### src/rtl/hrd_pkg.sv
`default_nettype none

package hrd_pkg;

  localparam int MAX_KEY_SLOTS = 6;
  localparam int SLOT_INDEX_BITS = $clog2(MAX_KEY_SLOTS);
  localparam int REPORT_BYTES = 9;
  localparam int QUEUE_DEPTH = 2;

  localparam logic [7:0] SHIFT_MASK_RESET = 8'h22;
  localparam logic [3:0] WHEEL_SCALE_RESET = 4'd3;

  typedef enum logic [0:0] {
    CFG_SHIFT_MASK  = 1'b0,
    CFG_WHEEL_SCALE = 1'b1
  } cfg_index_t;

  typedef enum logic [1:0] {
    KEY_PRINTABLE = 2'd0,
    KEY_NAMED     = 2'd1,
    KEY_FUNCTION  = 2'd2
  } key_class_t;

  typedef enum logic [0:0] {
    EVENT_KEY   = 1'b0,
    EVENT_MOUSE = 1'b1
  } event_kind_t;

  typedef struct packed {
    logic       mapped;
    key_class_t cls;
    logic [6:0] ch;
    logic [3:0] fn;
  } key_map_t;

  typedef struct packed {
    logic                              is_mouse;
    logic [7:0]                        mods;
    logic                              shifted;
    logic [MAX_KEY_SLOTS-1:0]          mask;
    logic [MAX_KEY_SLOTS-1:0][7:0]     keys;
    logic [2:0]                        buttons;
    logic [7:0]                        dx;
    logic [7:0]                        dy;
    logic [7:0]                        wheel;
  } job_t;

  typedef struct packed {
    event_kind_t kind;
    logic [7:0]  mods;
    logic [7:0]  key_code;
    key_class_t  key_class;
    logic [6:0]  char_code;
    logic [3:0]  function_number;
    logic [15:0] dx_total;
    logic [15:0] dy_total;
    logic        left;
    logic        right;
    logic        middle;
    logic        last;
  } event_t;

  function automatic logic [6:0] shifted_digit(input logic [3:0] idx);
    logic [6:0] c;
    case (idx)
      4'd0:    c = 7'h21;
      4'd1:    c = 7'h40;
      4'd2:    c = 7'h23;
      4'd3:    c = 7'h24;
      4'd4:    c = 7'h25;
      4'd5:    c = 7'h5E;
      4'd6:    c = 7'h26;
      4'd7:    c = 7'h2A;
      4'd8:    c = 7'h28;
      default: c = 7'h29;
    endcase
    return c;
  endfunction

  function automatic key_map_t map_key(input logic [7:0] key, input logic shifted);
    key_map_t   m;
    logic [7:0] d;
    m = '{mapped: 1'b0, cls: KEY_PRINTABLE, ch: 7'd0, fn: 4'd0};
    d = 8'd0;
    if (key inside {[8'h28:8'h2C], [8'h4F:8'h52]}) begin
      m.mapped = 1'b1;
      m.cls = KEY_NAMED;
    end else if (key inside {[8'h3A:8'h45]}) begin
      d = key - 8'h39;
      m.mapped = 1'b1;
      m.cls = KEY_FUNCTION;
      m.fn = d[3:0];
    end else if (key inside {[8'h04:8'h1D]}) begin
      d = key - 8'h04 + (shifted ? 8'h41 : 8'h61);
      m.mapped = 1'b1;
      m.ch = d[6:0];
    end else if (key inside {[8'h1E:8'h26]}) begin
      d = key - 8'h1E;
      m.mapped = 1'b1;
      m.ch = shifted ? shifted_digit(d[3:0]) : 7'h31 + d[6:0];
    end else if (key == 8'h27) begin
      m.mapped = 1'b1;
      m.ch = shifted ? 7'h29 : 7'h30;
    end
    return m;
  endfunction

  function automatic logic [15:0] sat16(input logic signed [17:0] v);
    logic [15:0] r;
    if (v > 18'sd32767) begin
      r = 16'h7FFF;
    end else if (v < -18'sd32768) begin
      r = 16'h8000;
    end else begin
      r = v[15:0];
    end
    return r;
  endfunction

endpackage

`default_nettype wire

### src/rtl/hid_report_decoder.sv
// Decodes HID boot reports into key press events and mouse state updates.
// The input channel takes one report per item: its length and nine bytes.
// A keyboard report (8 or 9 bytes) gives one key event per newly pressed,
// mapped key, in slot order; a mouse report (3 to 7 bytes) gives one update
// with the saturated dx and dy totals and the buttons. Other lengths give
// nothing. last_of_run marks the final result of each report.
// The first result of a report passes from the queue through the job register
// to the output register. The back end issues one result per cycle while
// out_stall is low; a queue of two decoded reports lets the front keep
// accepting meanwhile, at one report per cycle as long as the back end keeps
// up. in_stall is high while that queue is full.
// When out_stall is high the current result holds in the output register,
// the back end pauses, and the queue fills up until in_stall rises.
// The configuration port is always ready; write only while the block is idle.
// Reset clears the stored key slots, both totals and the queue, and loads
// shift_mask 0x22 and wheel_scale 3.
`default_nettype none

module hid_report_decoder #(
  parameter int KEY_SLOTS = hrd_pkg::MAX_KEY_SLOTS
) (
  input  wire logic        clk,
  input  wire logic        rst_n,
  input  wire logic        in_valid,
  output logic             in_stall,
  input  wire logic [3:0]  in_report_length,
  input  wire logic [7:0]  in_report_byte_0,
  input  wire logic [7:0]  in_report_byte_1,
  input  wire logic [7:0]  in_report_byte_2,
  input  wire logic [7:0]  in_report_byte_3,
  input  wire logic [7:0]  in_report_byte_4,
  input  wire logic [7:0]  in_report_byte_5,
  input  wire logic [7:0]  in_report_byte_6,
  input  wire logic [7:0]  in_report_byte_7,
  input  wire logic [7:0]  in_report_byte_8,
  output logic             out_valid,
  input  wire logic        out_stall,
  output logic             out_event_kind,
  output logic [7:0]       out_modifier_bits,
  output logic [7:0]       out_key_code,
  output logic [1:0]       out_key_class,
  output logic [6:0]       out_char_code,
  output logic [3:0]       out_function_number,
  output logic signed [15:0] out_dx_total,
  output logic signed [15:0] out_dy_total,
  output logic             out_left_pressed,
  output logic             out_right_pressed,
  output logic             out_middle_pressed,
  output logic             out_last_of_run,
  input  wire logic        cfg_valid,
  output logic             cfg_ready,
  input  wire logic [0:0]  cfg_index,
  input  wire logic [7:0]  cfg_data
);

  logic [7:0] shift_mask_r, shift_mask_nxt;
  logic [3:0] wheel_scale_r, wheel_scale_nxt;

  logic [hrd_pkg::REPORT_BYTES-1:0][7:0] in_bytes;
  logic            queue_full;
  logic            queue_empty;
  logic            push;
  logic            pop;
  hrd_pkg::job_t   front_job;
  hrd_pkg::job_t   queue_job;
  hrd_pkg::event_t evt;

  assign cfg_ready = 1'b1;

  always_comb begin
    shift_mask_nxt = shift_mask_r;
    wheel_scale_nxt = wheel_scale_r;
    if (cfg_valid) begin
      case (hrd_pkg::cfg_index_t'(cfg_index))
        hrd_pkg::CFG_SHIFT_MASK:  shift_mask_nxt = cfg_data;
        hrd_pkg::CFG_WHEEL_SCALE: wheel_scale_nxt = cfg_data[3:0];
        default: begin
        end
      endcase
    end
  end

  always_ff @(posedge clk) begin
    if (!rst_n) begin
      shift_mask_r <= hrd_pkg::SHIFT_MASK_RESET;
      wheel_scale_r <= hrd_pkg::WHEEL_SCALE_RESET;
    end else begin
      shift_mask_r <= shift_mask_nxt;
      wheel_scale_r <= wheel_scale_nxt;
    end
  end

  assign in_bytes = {in_report_byte_8, in_report_byte_7, in_report_byte_6,
                     in_report_byte_5, in_report_byte_4, in_report_byte_3,
                     in_report_byte_2, in_report_byte_1, in_report_byte_0};

  hrd_front #(
    .KEY_SLOTS(KEY_SLOTS)
  ) u_front (
    .clk        (clk),
    .rst_n      (rst_n),
    .in_valid   (in_valid),
    .in_stall   (in_stall),
    .in_len     (in_report_length),
    .in_bytes   (in_bytes),
    .shift_mask (shift_mask_r),
    .queue_full (queue_full),
    .push       (push),
    .job        (front_job)
  );

  hrd_queue u_queue (
    .clk     (clk),
    .rst_n   (rst_n),
    .push    (push),
    .job_in  (front_job),
    .pop     (pop),
    .full    (queue_full),
    .empty   (queue_empty),
    .job_out (queue_job)
  );

  hrd_back u_back (
    .clk         (clk),
    .rst_n       (rst_n),
    .wheel_scale (wheel_scale_r),
    .q_empty     (queue_empty),
    .q_job       (queue_job),
    .pop         (pop),
    .out_stall   (out_stall),
    .out_valid   (out_valid),
    .evt         (evt)
  );

  assign out_event_kind = evt.kind;
  assign out_modifier_bits = evt.mods;
  assign out_key_code = evt.key_code;
  assign out_key_class = evt.key_class;
  assign out_char_code = evt.char_code;
  assign out_function_number = evt.function_number;
  assign out_dx_total = $signed(evt.dx_total);
  assign out_dy_total = $signed(evt.dy_total);
  assign out_left_pressed = evt.left;
  assign out_right_pressed = evt.right;
  assign out_middle_pressed = evt.middle;
  assign out_last_of_run = evt.last;

  a_mouse_is_last: assert property (@(posedge clk) disable iff (!rst_n)
    out_valid && out_event_kind |-> out_last_of_run)
    else $error("mouse update not marked as last of its report");

  a_mouse_no_key: assert property (@(posedge clk) disable iff (!rst_n)
    out_valid && out_event_kind |-> out_key_code == 8'd0 && out_modifier_bits == 8'd0)
    else $error("mouse update carries key fields");

  a_key_no_motion: assert property (@(posedge clk) disable iff (!rst_n)
    out_valid && !out_event_kind |-> out_dx_total == 16'sd0 && out_dy_total == 16'sd0
      && out_key_code != 8'd0)
    else $error("key event carries mouse fields or an empty key code");

  a_fn_only_function: assert property (@(posedge clk) disable iff (!rst_n)
    out_valid && out_function_number != 4'd0 |-> out_key_class == hrd_pkg::KEY_FUNCTION
      && out_char_code == 7'd0)
    else $error("function number on a key that is not a function key");

  a_no_pop_when_empty: assert property (@(posedge clk) disable iff (!rst_n)
    queue_empty |-> !pop)
    else $error("back end took a job from an empty queue");

endmodule

`default_nettype wire

### src/rtl/hrd_front.sv
`default_nettype none

module hrd_front #(
  parameter int KEY_SLOTS = hrd_pkg::MAX_KEY_SLOTS
) (
  input  wire logic                                 clk,
  input  wire logic                                 rst_n,
  input  wire logic                                 in_valid,
  output logic                                      in_stall,
  input  wire logic [3:0]                           in_len,
  input  wire logic [hrd_pkg::REPORT_BYTES-1:0][7:0] in_bytes,
  input  wire logic [7:0]                           shift_mask,
  input  wire logic                                 queue_full,
  output logic                                      push,
  output hrd_pkg::job_t                             job
);

  logic [KEY_SLOTS-1:0][7:0] prev_keys_r;
  logic [KEY_SLOTS-1:0][7:0] prev_keys_nxt;

  logic                                     accept;
  logic                                     is_kbd;
  logic                                     is_mouse;
  logic                                     has_id;
  logic [hrd_pkg::MAX_KEY_SLOTS-1:0][7:0]   keys;
  logic [hrd_pkg::MAX_KEY_SLOTS-1:0]        mask;
  logic [7:0]                               mods;
  logic                                     hit;
  hrd_pkg::key_map_t                        km;

  always_comb begin
    is_kbd = (in_len == 4'd8) || (in_len == 4'd9);
    is_mouse = (in_len >= 4'd3) && (in_len <= 4'd7);
    accept = in_valid && !queue_full;
    in_stall = queue_full;

    mods = (in_len == 4'd9) ? in_bytes[1] : in_bytes[0];
    keys = '0;
    mask = '0;
    km = '{mapped: 1'b0, cls: hrd_pkg::KEY_PRINTABLE, ch: 7'd0, fn: 4'd0};
    for (int i = 0; i < KEY_SLOTS; i++) begin
      keys[i] = (in_len == 4'd9) ? in_bytes[i + 3] : in_bytes[i + 2];
    end
    for (int i = 0; i < KEY_SLOTS; i++) begin
      hit = 1'b0;
      for (int j = 0; j < KEY_SLOTS; j++) begin
        if (prev_keys_r[j] == keys[i]) begin
          hit = 1'b1;
        end
      end
      km = hrd_pkg::map_key(keys[i], 1'b0);
      mask[i] = (keys[i] != 8'd0) && !hit && km.mapped;
    end

    has_id = (in_len >= 4'd5) && (in_bytes[0] >= 8'd1) && (in_bytes[0] <= 8'd15)
             && (in_bytes[1] <= 8'd7);

    job.is_mouse = is_mouse;
    job.mods = mods;
    job.shifted = (mods & shift_mask) != 8'd0;
    job.mask = mask;
    job.keys = keys;
    job.buttons = has_id ? in_bytes[1][2:0] : in_bytes[0][2:0];
    job.dx = has_id ? in_bytes[2] : in_bytes[1];
    job.dy = has_id ? in_bytes[3] : in_bytes[2];
    if (has_id) begin
      job.wheel = (in_len > 4'd4) ? in_bytes[4] : 8'd0;
    end else begin
      job.wheel = (in_len > 4'd3) ? in_bytes[3] : 8'd0;
    end

    push = accept && (is_mouse || (is_kbd && (mask != '0)));

    prev_keys_nxt = prev_keys_r;
    if (accept && is_kbd) begin
      for (int i = 0; i < KEY_SLOTS; i++) begin
        prev_keys_nxt[i] = keys[i];
      end
    end
  end

  always_ff @(posedge clk) begin
    if (!rst_n) begin
      prev_keys_r <= '0;
    end else begin
      prev_keys_r <= prev_keys_nxt;
    end
  end

endmodule

`default_nettype wire

### src/rtl/hrd_queue.sv
`default_nettype none

module hrd_queue (
  input  wire logic    clk,
  input  wire logic    rst_n,
  input  wire logic    push,
  input  wire hrd_pkg::job_t job_in,
  input  wire logic    pop,
  output logic         full,
  output logic         empty,
  output hrd_pkg::job_t job_out
);

  localparam int PtrBits = (hrd_pkg::QUEUE_DEPTH > 1) ? $clog2(hrd_pkg::QUEUE_DEPTH) : 1;
  localparam int CountBits = $clog2(hrd_pkg::QUEUE_DEPTH + 1);
  localparam logic [CountBits-1:0] DepthCount = CountBits'(hrd_pkg::QUEUE_DEPTH);
  localparam logic [PtrBits-1:0] LastPtr = PtrBits'(hrd_pkg::QUEUE_DEPTH - 1);

  hrd_pkg::job_t entries_r [hrd_pkg::QUEUE_DEPTH];
  logic [PtrBits-1:0]   wr_ptr_r, wr_ptr_nxt;
  logic [PtrBits-1:0]   rd_ptr_r, rd_ptr_nxt;
  logic [CountBits-1:0] count_r, count_nxt;

  always_comb begin
    full = count_r == DepthCount;
    empty = count_r == '0;
    job_out = entries_r[rd_ptr_r];
    wr_ptr_nxt = wr_ptr_r;
    rd_ptr_nxt = rd_ptr_r;
    count_nxt = count_r;
    if (push) begin
      wr_ptr_nxt = (wr_ptr_r == LastPtr) ? '0 : wr_ptr_r + 1'b1;
    end
    if (pop) begin
      rd_ptr_nxt = (rd_ptr_r == LastPtr) ? '0 : rd_ptr_r + 1'b1;
    end
    if (push && !pop) begin
      count_nxt = count_r + 1'b1;
    end else if (pop && !push) begin
      count_nxt = count_r - 1'b1;
    end
  end

  always_ff @(posedge clk) begin
    if (!rst_n) begin
      wr_ptr_r <= '0;
      rd_ptr_r <= '0;
      count_r <= '0;
    end else begin
      wr_ptr_r <= wr_ptr_nxt;
      rd_ptr_r <= rd_ptr_nxt;
      count_r <= count_nxt;
    end
  end

  always_ff @(posedge clk) begin
    if (push) begin
      entries_r[wr_ptr_r] <= job_in;
    end
  end

endmodule

`default_nettype wire

### src/rtl/hrd_back.sv
`default_nettype none

module hrd_back (
  input  wire logic       clk,
  input  wire logic       rst_n,
  input  wire logic [3:0] wheel_scale,
  input  wire logic       q_empty,
  input  wire hrd_pkg::job_t q_job,
  output logic            pop,
  input  wire logic       out_stall,
  output logic            out_valid,
  output hrd_pkg::event_t evt
);

  hrd_pkg::job_t   job_r, job_nxt;
  logic            job_valid_r, job_valid_nxt;
  logic            out_valid_r, out_valid_nxt;
  hrd_pkg::event_t evt_r, evt_nxt;
  logic signed [15:0] dx_acc_r, dx_acc_nxt;
  logic signed [15:0] dy_acc_r, dy_acc_nxt;

  logic                                   emit;
  logic                                   last;
  logic [hrd_pkg::MAX_KEY_SLOTS-1:0]      rem;
  logic [hrd_pkg::SLOT_INDEX_BITS-1:0]    idx;
  logic [7:0]                             key;
  hrd_pkg::key_map_t                      km;
  logic signed [12:0]                     wheel_prod;
  logic signed [13:0]                     dy_step;
  logic signed [17:0]                     dx_sum;
  logic signed [17:0]                     dy_sum;

  always_comb begin
    emit = job_valid_r && (!out_valid_r || !out_stall);
    rem = job_r.mask & (job_r.mask - 1'b1);
    last = job_r.is_mouse || (rem == '0);
    pop = !q_empty && (!job_valid_r || (emit && last));

    idx = '0;
    for (int i = hrd_pkg::MAX_KEY_SLOTS - 1; i >= 0; i--) begin
      if (job_r.mask[i]) begin
        idx = hrd_pkg::SLOT_INDEX_BITS'(i);
      end
    end
    key = job_r.keys[idx];
    km = hrd_pkg::map_key(key, job_r.shifted);

    wheel_prod = 13'($signed(job_r.wheel)) * 13'($signed({1'b0, wheel_scale}));
    dy_step = 14'($signed(job_r.dy)) + 14'(wheel_prod);
    dx_sum = 18'(dx_acc_r) + 18'($signed(job_r.dx));
    dy_sum = 18'(dy_acc_r) + 18'(dy_step);

    dx_acc_nxt = dx_acc_r;
    dy_acc_nxt = dy_acc_r;
    if (emit && job_r.is_mouse) begin
      dx_acc_nxt = $signed(hrd_pkg::sat16(dx_sum));
      dy_acc_nxt = $signed(hrd_pkg::sat16(dy_sum));
    end

    evt_nxt = evt_r;
    if (emit) begin
      if (job_r.is_mouse) begin
        evt_nxt.kind = hrd_pkg::EVENT_MOUSE;
        evt_nxt.mods = 8'd0;
        evt_nxt.key_code = 8'd0;
        evt_nxt.key_class = hrd_pkg::KEY_PRINTABLE;
        evt_nxt.char_code = 7'd0;
        evt_nxt.function_number = 4'd0;
        evt_nxt.dx_total = dx_acc_nxt;
        evt_nxt.dy_total = dy_acc_nxt;
        evt_nxt.left = job_r.buttons[0];
        evt_nxt.right = job_r.buttons[1];
        evt_nxt.middle = job_r.buttons[2];
      end else begin
        evt_nxt.kind = hrd_pkg::EVENT_KEY;
        evt_nxt.mods = job_r.mods;
        evt_nxt.key_code = key;
        evt_nxt.key_class = km.cls;
        evt_nxt.char_code = km.ch;
        evt_nxt.function_number = km.fn;
        evt_nxt.dx_total = 16'd0;
        evt_nxt.dy_total = 16'd0;
        evt_nxt.left = 1'b0;
        evt_nxt.right = 1'b0;
        evt_nxt.middle = 1'b0;
      end
      evt_nxt.last = last;
    end

    out_valid_nxt = emit || (out_valid_r && out_stall);

    job_nxt = job_r;
    job_valid_nxt = job_valid_r;
    if (emit) begin
      job_nxt.mask = rem;
      if (last) begin
        job_valid_nxt = 1'b0;
      end
    end
    if (pop) begin
      job_nxt = q_job;
      job_valid_nxt = 1'b1;
    end

    out_valid = out_valid_r;
    evt = evt_r;
  end

  always_ff @(posedge clk) begin
    if (!rst_n) begin
      job_valid_r <= 1'b0;
      out_valid_r <= 1'b0;
      dx_acc_r <= '0;
      dy_acc_r <= '0;
    end else begin
      job_valid_r <= job_valid_nxt;
      out_valid_r <= out_valid_nxt;
      dx_acc_r <= dx_acc_nxt;
      dy_acc_r <= dy_acc_nxt;
    end
  end

  always_ff @(posedge clk) begin
    job_r <= job_nxt;
    evt_r <= evt_nxt;
  end

endmodule

`default_nettype wire
### config.mk
export PLATFORM = sky130hd
export DESIGN_NAME = hid_report_decoder
export DESIGN_NICKNAME = d
export VERILOG_FILES = /design/src/rtl/hrd_pkg.sv /design/src/rtl/hid_report_decoder.sv /design/src/rtl/hrd_front.sv /design/src/rtl/hrd_queue.sv /design/src/rtl/hrd_back.sv
export SDC_FILE = /design/constraint.sdc
export NUM_CORES = 1
export LEC_CHECK = 0
export BUFFER_PORTS_ARGS = -buffer_cell sky130_fd_sc_hd__buf_2
export CAP_MARGIN = 0
export CORE_MARGIN = 4
export CORE_UTILIZATION = 40
export CTS_CLUSTER_DIAMETER = 60
export CTS_CLUSTER_SIZE = 25
export DETAILED_ROUTE_END_ITERATION = 10
export PLACE_DENSITY_LB_ADDON = 0.3
export SLEW_MARGIN = 10
export SYNTH_ARGS = -nofsm -noshare
export SYNTH_HDL_FRONTEND = slang
export SYNTH_SLANG_ARGS = --single-unit
### constraint.sdc
create_clock -name clk -period 24.4 [get_ports clk]
set_input_delay 2.44 -clock clk [delete_from_list [all_inputs] [get_ports clk]]
set_output_delay 2.44 -clock clk [all_outputs]
set_load 0.005 [all_outputs]
==> impl_metrics.json, run 1 <==
{
  "seqPwrFrac": 0.271,
  "ctsHoldBuffers": 0,
  "async_flop_share": 0,
  "first_pass_iters": 6,
  "worst_setup_path_end_kind": "flip-flop",
  "avgViaCountPerCell": 6.22,
  "synth.distinct_cells": 92,
  "ios": 159,
  "dr.first_iter.drc_count": 3409,
  "reg2reg_slack_ns": 18.14,
  "cts_inserted_buffers": 41,
  "synth-edff-count": 339,
  "hold_slack_ns": 0.476,
  "synth_common_cells": "edfxtp_1, inv_1, nand2_1, clkbuf_1, nor2_1",
  "setup_viol": 0,
  "yosysWarnings": 0,
  "drt-total-wl_mm": 101,
  "grt_pass1_vias": 22800,
  "post-route-period-util": 0.346,
  "clockBufferDepth": 3,
  "max_freq_mhz": 118,
  "cp_data_arrival_time_ns": 8.65,
  "area_growth_pct": 10.1,
  "antenna_found_initial": 2,
  "p_sw_frac": 0.451,
  "synth-main-ff-cell": "edfxtp_1",
  "rows": 98,
  "cts-root-buf": "clkbuf_16",
  "hold_depth": 2,
  "finalSetupTns_ns": 0,
  "die_width_um": 277,
  "port_buffers": 157,
  "clock_latency_ns": 0.62,
  "worstMarginPinSlew_ns": 1.23,
  "hold_viol_final": 0,
  "p_comb_frac": 0.553,
  "power_switching_mw": 1.85,
  "grt_max_degree": 78,
  "syn-num-nets": 3192,
  "irDropWorstVdd_uv": 167,
  "reg2regPathDepth": 18,
  "gr-total-overflow": 0,
  "track_usage": 0.251,
  "synth.largest_area_cell": "edfxtp_1",
  "grt_pass1_wl_mm": 149,
  "hpwl_mm": 70.3,
  "gp_congestion": 1.06,
  "clkSinkCount": 438,
  "p_int_mw": 2.25,
  "start_kind": "primary input",
  "power.density_nw_per_um2": 129,
  "routedWlPerCell_um": 25.5,
  "drv_slew": 0,
  "h-tree-depth": 2,
  "postRouteAntennaNets": 0,
  "clkTransAtPathRegs_ns": 0.09,
  "die_area_um2": 76600,
  "synth-seq-cells": 438,
  "final_nets": 3198,
  "synth_area_leaders": "edfxtp_1, dfxtp_1, xnor2_1",
  "slew_headroom": 0.159,
  "clkPwrFrac": 0.177,
  "route.detailed.drc": 0,
  "rsz0062_at_grt": "no",
  "layoutNonFillerInstCount": 3967,
  "yosysMostFrequentCell": "edfxtp_1",
  "hold_path.class": "flip-flop to flip-flop",
  "p_leak_nw": 12.4,
  "synth-seq-area-share": 0.421,
  "maxCapViolCount": 0,
  "critPathMaxFanout": 70,
  "skew_ns": 0.0575,
  "period_minus_slack_ns": 8.44,
  "cts_setup_buffers": 0,
  "syn_inst": 2976,
  "avgSynthCellArea_um2": 9.71,
  "netlist_area_um2": 28900,
  "synth.top_cell.area_share": 0.352,
  "critical_path_class": "primary input to flip-flop",
  "drive_gt1_frac": 0.136,
  "route.vias.total": 24700,
  "run_status": "complete, no violations",
  "core_area_um2": 71500,
  "start_util": 0.404,
  "cts_tree": "done",
  "ctsResizeCount": 0,
  "dp_cells": 3889,
  "required_ns": 24.61,
  "die_y_um": 277
}
-- state kept, by name, summed over array words and instances, names as in the netlist, named ones only --
name	flops
u_back.out_valid	1
u_front.prev_keys_r	48
u_back.dy_acc_r	16
u_back.job_r	91
u_back.evt	66
u_queue.count_r	2
u_queue.rd_ptr_r	1
u_queue.entries_r	182
u_back.job_valid_r	1
u_back.dx_acc_r	16
u_queue.wr_ptr_r	1
wheel_scale_r	4
shift_mask_r	8
-- per-layer routing --
metal	share of wire	vias to the layer above	GRT usage
met5	0	-	0
li1	-	10900	-
met4	0.063	0	0.124
met1	0.41	11700	0.349
met2	0.42	1638	0.370
met3	0.11	400	0.0561
-- cell usage in the layout (no fill, tap or decap), types with 21 or more instances in the layout --
| cell | netlist | layout |
|---|---|---|
| a22oi_1 | 21 | 21 |
| xnor2_1 | 135 | 135 |
| ha_1 | 75 | 75 |
| o2111ai_1 | 21 | 21 |
| mux2_2 | 96 | 96 |
| nand3_1 | 83 | 83 |
| xor2_1 | 94 | 94 |
| o211a_1 | 49 | 49 |
| a21oi_1 | 133 | 133 |
| o22ai_1 | 63 | 63 |
| nand4_1 | 32 | 32 |
| nor2b_1 | 62 | 61 |
| nand2_1 | 229 | 229 |
| nand2b_1 | 36 | 36 |
| mux2i_1 | 53 | 53 |
| nor4_1 | 47 | 47 |
| edfxtp_1 | 339 | 339 |
| nor2_1 | 136 | 136 |
| dfxtp_1 | 99 | 98 |
| buf_2 | 26 | 156 |
| o21ai_0 | 128 | 128 |
| fa_1 | 51 | 51 |
| inv_1 | 239 | 237 |
| o221ai_1 | 25 | 25 |
| clkbuf_16 | 0 | 42 |
| a31oi_1 | 42 | 42 |
| a221oi_1 | 35 | 35 |
| and2_1 | 39 | 38 |
| buf_4 | 10 | 45 |
| a211oi_1 | 27 | 27 |
| nor3_1 | 90 | 89 |
-- critical path, cell delays in order --
cell and delay (ns):
buf_2 0.13, and4bb_4 0.31, buf_4 0.51, buf_4 0.72, mux2i_1 0.63, o211ai_1 0.17
nor3_1 0.17, nor3_1 0.07, o2111ai_1 0.25, nor4bb_1 0.91, nor4_1 0.15, a21oi_1 0.50
nor2b_4 0.64, buf_4 0.90
-- stage by stage --
step	area, um^2	setup WS [ns]	total power [mW]	util
5_1_grt	31800	15.64	4.43	0.445
6_report	31800	15.96	4.10	0.445
3_3_place_gp	30300	15.60	3.36	0.424
2_1_floorplan	28900	14.87	2.83	-
3_5_place_dp	30300	15.48	3.37	0.424
4_1_cts	31800	16.10	4.11	0.445
-- worst paths after layout --
check,startpoint,end
setup / recovery,in_report_length[2],u_queue.entries_r[0][72]$_DFFE_PP_
hold / removal,shift_mask_r[4]$_SDFFE_PN0P_,shift_mask_r[4]$_SDFFE_PN0P_
setup reg to reg,wheel_scale_r[0]$_SDFFE_PN1P_,u_back.evt[4]$_SDFFCE_PN0P_
hold reg to reg,shift_mask_r[4]$_SDFFE_PN0P_,shift_mask_r[4]$_SDFFE_PN0P_
-- logic make-up after synthesis --
logic type / Yosys count / share of synthesized area
and+or+nand+nor: 816 / 0.140
AOI/OAI and AO/OA: 726 / 0.176
buffers and inverters: 480 / 0.0650
DFF: 438 / 0.421
xor gates and xnor gates: 230 / 0.0700
muxes: 155 / 0.0589
adders and majority gates: 130 / 0.0692
other: 1 / 0.000130
-- power groups by stage --
stage / registers [mW] / clock network [mW] / logic, mW
floorplan: 1.08 / 0 / 1.75
global placement: 1.13 / 0 / 2.24
detailed placement: 1.13 / 0 / 2.24
CTS: 1.11 / 0.739 / 2.26
global route: 1.12 / 0.771 / 2.54
finish: 1.11 / 0.724 / 2.27
-- final cells by class --
type | count | area [um^2]
fill | 6823 | 39700
multi-input combinational | 2058 | 14900
sequential | 438 | 12200
tap | 950 | 1190
timing repair buffer | 201 | 1120
clock buffer | 42 | 1050
inverter | 242 | 911
clock inverter | 34 | 480
antenna | 2 | 5.00
Note: power is estimated with default switching activity, not from simulation.
==> inputs of run 2 (changes only) <==
--- a/config.mk
+++ b/config.mk
@@ -5,6 +5,7 @@
 export SDC_FILE = /design/constraint.sdc
 export NUM_CORES = 1
 export LEC_CHECK = 0
+export ABC_AREA = 1
 export BUFFER_PORTS_ARGS = -buffer_cell sky130_fd_sc_hd__buf_2
 export CAP_MARGIN = 0
 export CORE_MARGIN = 4
==> constraint.sdc (replaced) <==
create_clock -name clk -period 8 [get_ports clk]
set_input_delay 0.8 -clock clk [delete_from_list [all_inputs] [get_ports clk]]
set_output_delay 0.8 -clock clk [all_outputs]
set_load 0.005 [all_outputs]
==> run 2 against run 1 <==
Worst hold slack got worse by 0.044 ns. Cell count increased by 17%. Largest cell class unchanged. Clock power increased to 2.8 times the previous value. Combinational power increased to 3.2 times the previous value. Synthesized cell count increased by 22%. Critical path type is now flip-flop to flip-flop. Worst setup slack got worse by 14 ns. Sequential power increased to 3.1 times the previous value.
==> impl_metrics.json, run 2 <==
{
  "first_pass_iters": 10,
  "antenna_found_initial": 4,
  "cts_setup_buffers": 0,
  "power.density_nw_per_um2": 414,
  "routedWlPerCell_um": 19.7,
  "yosysWarnings": 0,
  "regMostFlops": "u_queue.entries_r",
  "cts_inserted_buffers": 37,
  "critPathMaxFanout": 15,
  "rsz0062_at_grt": "no",
  "stdcell_area_um2": 30700,
  "async_flop_share": 0,
  "hold_path.class": "primary input to flip-flop",
  "period_minus_slack_ns": 5.64,
  "max_freq_mhz": 177,
  "synth_area_leaders": "edfxtp_1, nand2_1, dfxtp_1",
  "dp_cells": 4587,
  "cp_cell_sequence": "nand2_1 -> fa_1 -> fa_1 -> inv_1 -> fa_1 -> inv_1 -> fa_1 -> inv_1 -> ha_1 -> inv_1 -> nor4_1 -> nor2_1 -> o21ai_1 -> a21boi_1 -> o21ai_1 -> xor2_1 -> nand2_1 -> nand2_1 -> nand2_1 -> o21ai_0 -> nor2_1",
  "area_growth_pct": 9.96,
  "worstHoldStart": "cfg_data[5]",
  "hold_depth": 3,
  "cts_tree": "done",
  "cts-root-buf": "clkbuf_16",
  "synth.distinct_cells": 51,
  "synth.largest_area_cell": "edfxtp_1",
  "syn-num-nets": 3849,
  "largest_reg_flops": 182,
  "synth-seq-cells": 438,
  "synth_common_cells": "nand2_1, inv_1, edfxtp_1, nor2_1, nand3_1",
  "die_area_um2": 74000,
  "crit_start": "wheel_scale_r[1]$_SDFFE_PN1P_",
  "holdPathEnd": "shift_mask_r[5]$_SDFFE_PN1P_",
  "layout_common_cells": "nand2_1, inv_1, edfxtp_1, nor2_1, nand3_1",
  "port_buffers": 157,
  "cp_slowest_cell": "dfxtp_1",
  "ctsResizeCount": 0,
  "ctsHoldBuffers": 0,
  "die_width_um": 272,
  "reg2regPathDepth": 21,
  "fill_cells": 6920,
  "run_status": "complete, no violations",
  "p_comb_frac": 0.571,
  "seqPwrFrac": 0.270,
  "avgViaCountPerCell": 5.29,
  "crit_buf_inv": 4,
  "cp_data_arrival_time_ns": 5.97,
  "core_area_um2": 68800,
  "dr.first_iter.drc_count": 2670,
  "grt_max_degree": 97,
  "drive_gt1_frac": 0.114,
  "clkSinkCount": 438,
  "hold_slack_ns": 0.433,
  "hold_viol_final": 0,
  "reg2reg_from": "wheel_scale_r[1]$_SDFFE_PN1P_",
  "route.detailed.drc": 0,
  "drv_slew": 0,
  "p_leak_nw": 14.2,
  "gr-total-overflow": 0,
  "synth-edff-count": 339,
  "avgSynthCellArea_um2": 7.68,
  "final_nets": 3911,
  "worstMarginPinSlew_ns": 1.10,
  "layoutNonFillerInstCount": 4654,
  "track_usage": 0.241,
  "postRouteAntennaNets": 0,
  "ios": 159,
  "final_common_cell": "nand2_1",
  "clock_latency_ns": 0.59,
  "rr_endpoint": "u_back.evt[4]$_SDFFCE_PN0P_",
  "drt-total-wl_mm": 91.8,
  "dpl_cell_area_um2": 29300,
  "h-tree-depth": 2,
  "worst_setup_path_end_kind": "flip-flop",
  "route.vias.total": 24600,
  "power_switching_mw": 5.90,
  "clkTransAtPathRegs_ns": 0.08,
  "required_ns": 8.33,
  "critPathTopFamily": "adder cells",
  "skew_ns": 0.0268,
  "gp_congestion": 1.04,
  "p_int_mw": 6.80,
  "total_power_mw": 12.7,
  "p_sw_frac": 0.464,
  "synth.top_cell.area_share": 0.365,
  "clockBufferDepth": 3,
  "syn_inst": 3633,
  "synth-seq-area-share": 0.436,
  "setup_viol": 0,
  "slowest_delay_ns": 0.59,
  "start_util": 0.405,
  "critical_path_class": "flip-flop to flip-flop",
  "clkPwrFrac": 0.160,
  "netlist_area_um2": 27900,
  "maxCapViolCount": 0,
  "irDropWorstVdd_uv": 546,
  "start_kind": "flip-flop",
  "synth-main-ff-cell": "edfxtp_1",
  "grt_pass1_vias": 22800,
  "die_y_um": 272,
  "slew_headroom": 0.267,
  "finalSetupTns_ns": 0,
  "yosysMostFrequentCell": "nand2_1",
  "post-route-period-util": 0.705,
  "rows": 96,
  "hpwl_mm": 67.0,
  "reg2reg_slack_ns": 2.36,
  "grt_pass1_wl_mm": 139
}
## run 2: kinds of logic (layout without fill, tap and decap cells)
family                     after synthesis  after routing  share of synthesized area
muxes                                   90             90                     0.0363
buffers and inverters                  508            597                     0.0735
adders and majority gates              126            126                     0.0702
xor gates and xnor gates                49             49                     0.0154
other                                    1              2                   0.000134
AOI/OAI and AO/OA                      328            328                     0.0623
and+or+nand+nor                       2093           2093                      0.306
DFF                                    438            438                      0.436
## run 2: metrics by stage
stage / setup slack, ns / util
floorplan: 0.744 / -
global placement: 2.36 / 0.426
detailed placement: 2.38 / 0.426
CTS: 2.39 / 0.446
global route: 1.94 / 0.446
finish: 2.36 / 0.446
## run 2: final cells by class
class,instances,area [um^2],share of cell area
Tap cell,931,1160,0.0380
Inverter,353,1330,0.0433
Sequential cell,438,12200,0.397
Multi-Input combinational cell,2687,13700,0.447
Timing Repair Buffer,178,943,0.0308
Clock inverter,24,394,0.0128
Antenna cell,1,2.50,0.0000816
Clock buffer,42,966,0.0315
## run 2: how the worst max path moves through the flow
stage	cells after the start	slack (ns)	to
2_1_floorplan	18	0.74	u_queue.entries_r[0][0]$_DFFE_PP_
3_3_place_gp	19	2.36	u_back.evt[16]$_SDFFCE_PN0P_
3_5_place_dp	20	2.38	u_back.evt[4]$_SDFFCE_PN0P_
4_1_cts	19	2.39	u_back.evt[4]$_SDFFCE_PN0P_
5_1_grt	19	1.94	u_back.evt[4]$_SDFFCE_PN0P_
6_report	21	2.36	u_back.evt[4]$_SDFFCE_PN0P_
## run 2: tightest hold or removal path, stage by stage
cell,delay (ns)
buf_2,0.08
nand2_1,0.05
nand3_1,0.06
## run 2: layer usage
metal | GRT usage | vias up | part of all wire | wire length, um
li1 | - | 11800 | - | -
met1 | 0.324 | 11300 | 0.41 | 37900
met2 | 0.378 | 1224 | 0.44 | 40500
met3 | 0.0391 | 271 | 0.087 | 7990
met4 | 0.124 | 4 | 0.059 | 5420
met5 | 0 | - | 0.00027 | 25
## run 2: power groups by stage
stage                     combinational (mW)  clock (mW)  sequential, mW
after floorplan                         5.46           0            3.37
after global placement                  7.14           0            3.47
after detailed placement                7.18           0            3.47
after CTS                               7.22        2.08            3.43
after global routing                    8.55        2.17            3.49
final                                   7.25        2.03            3.43
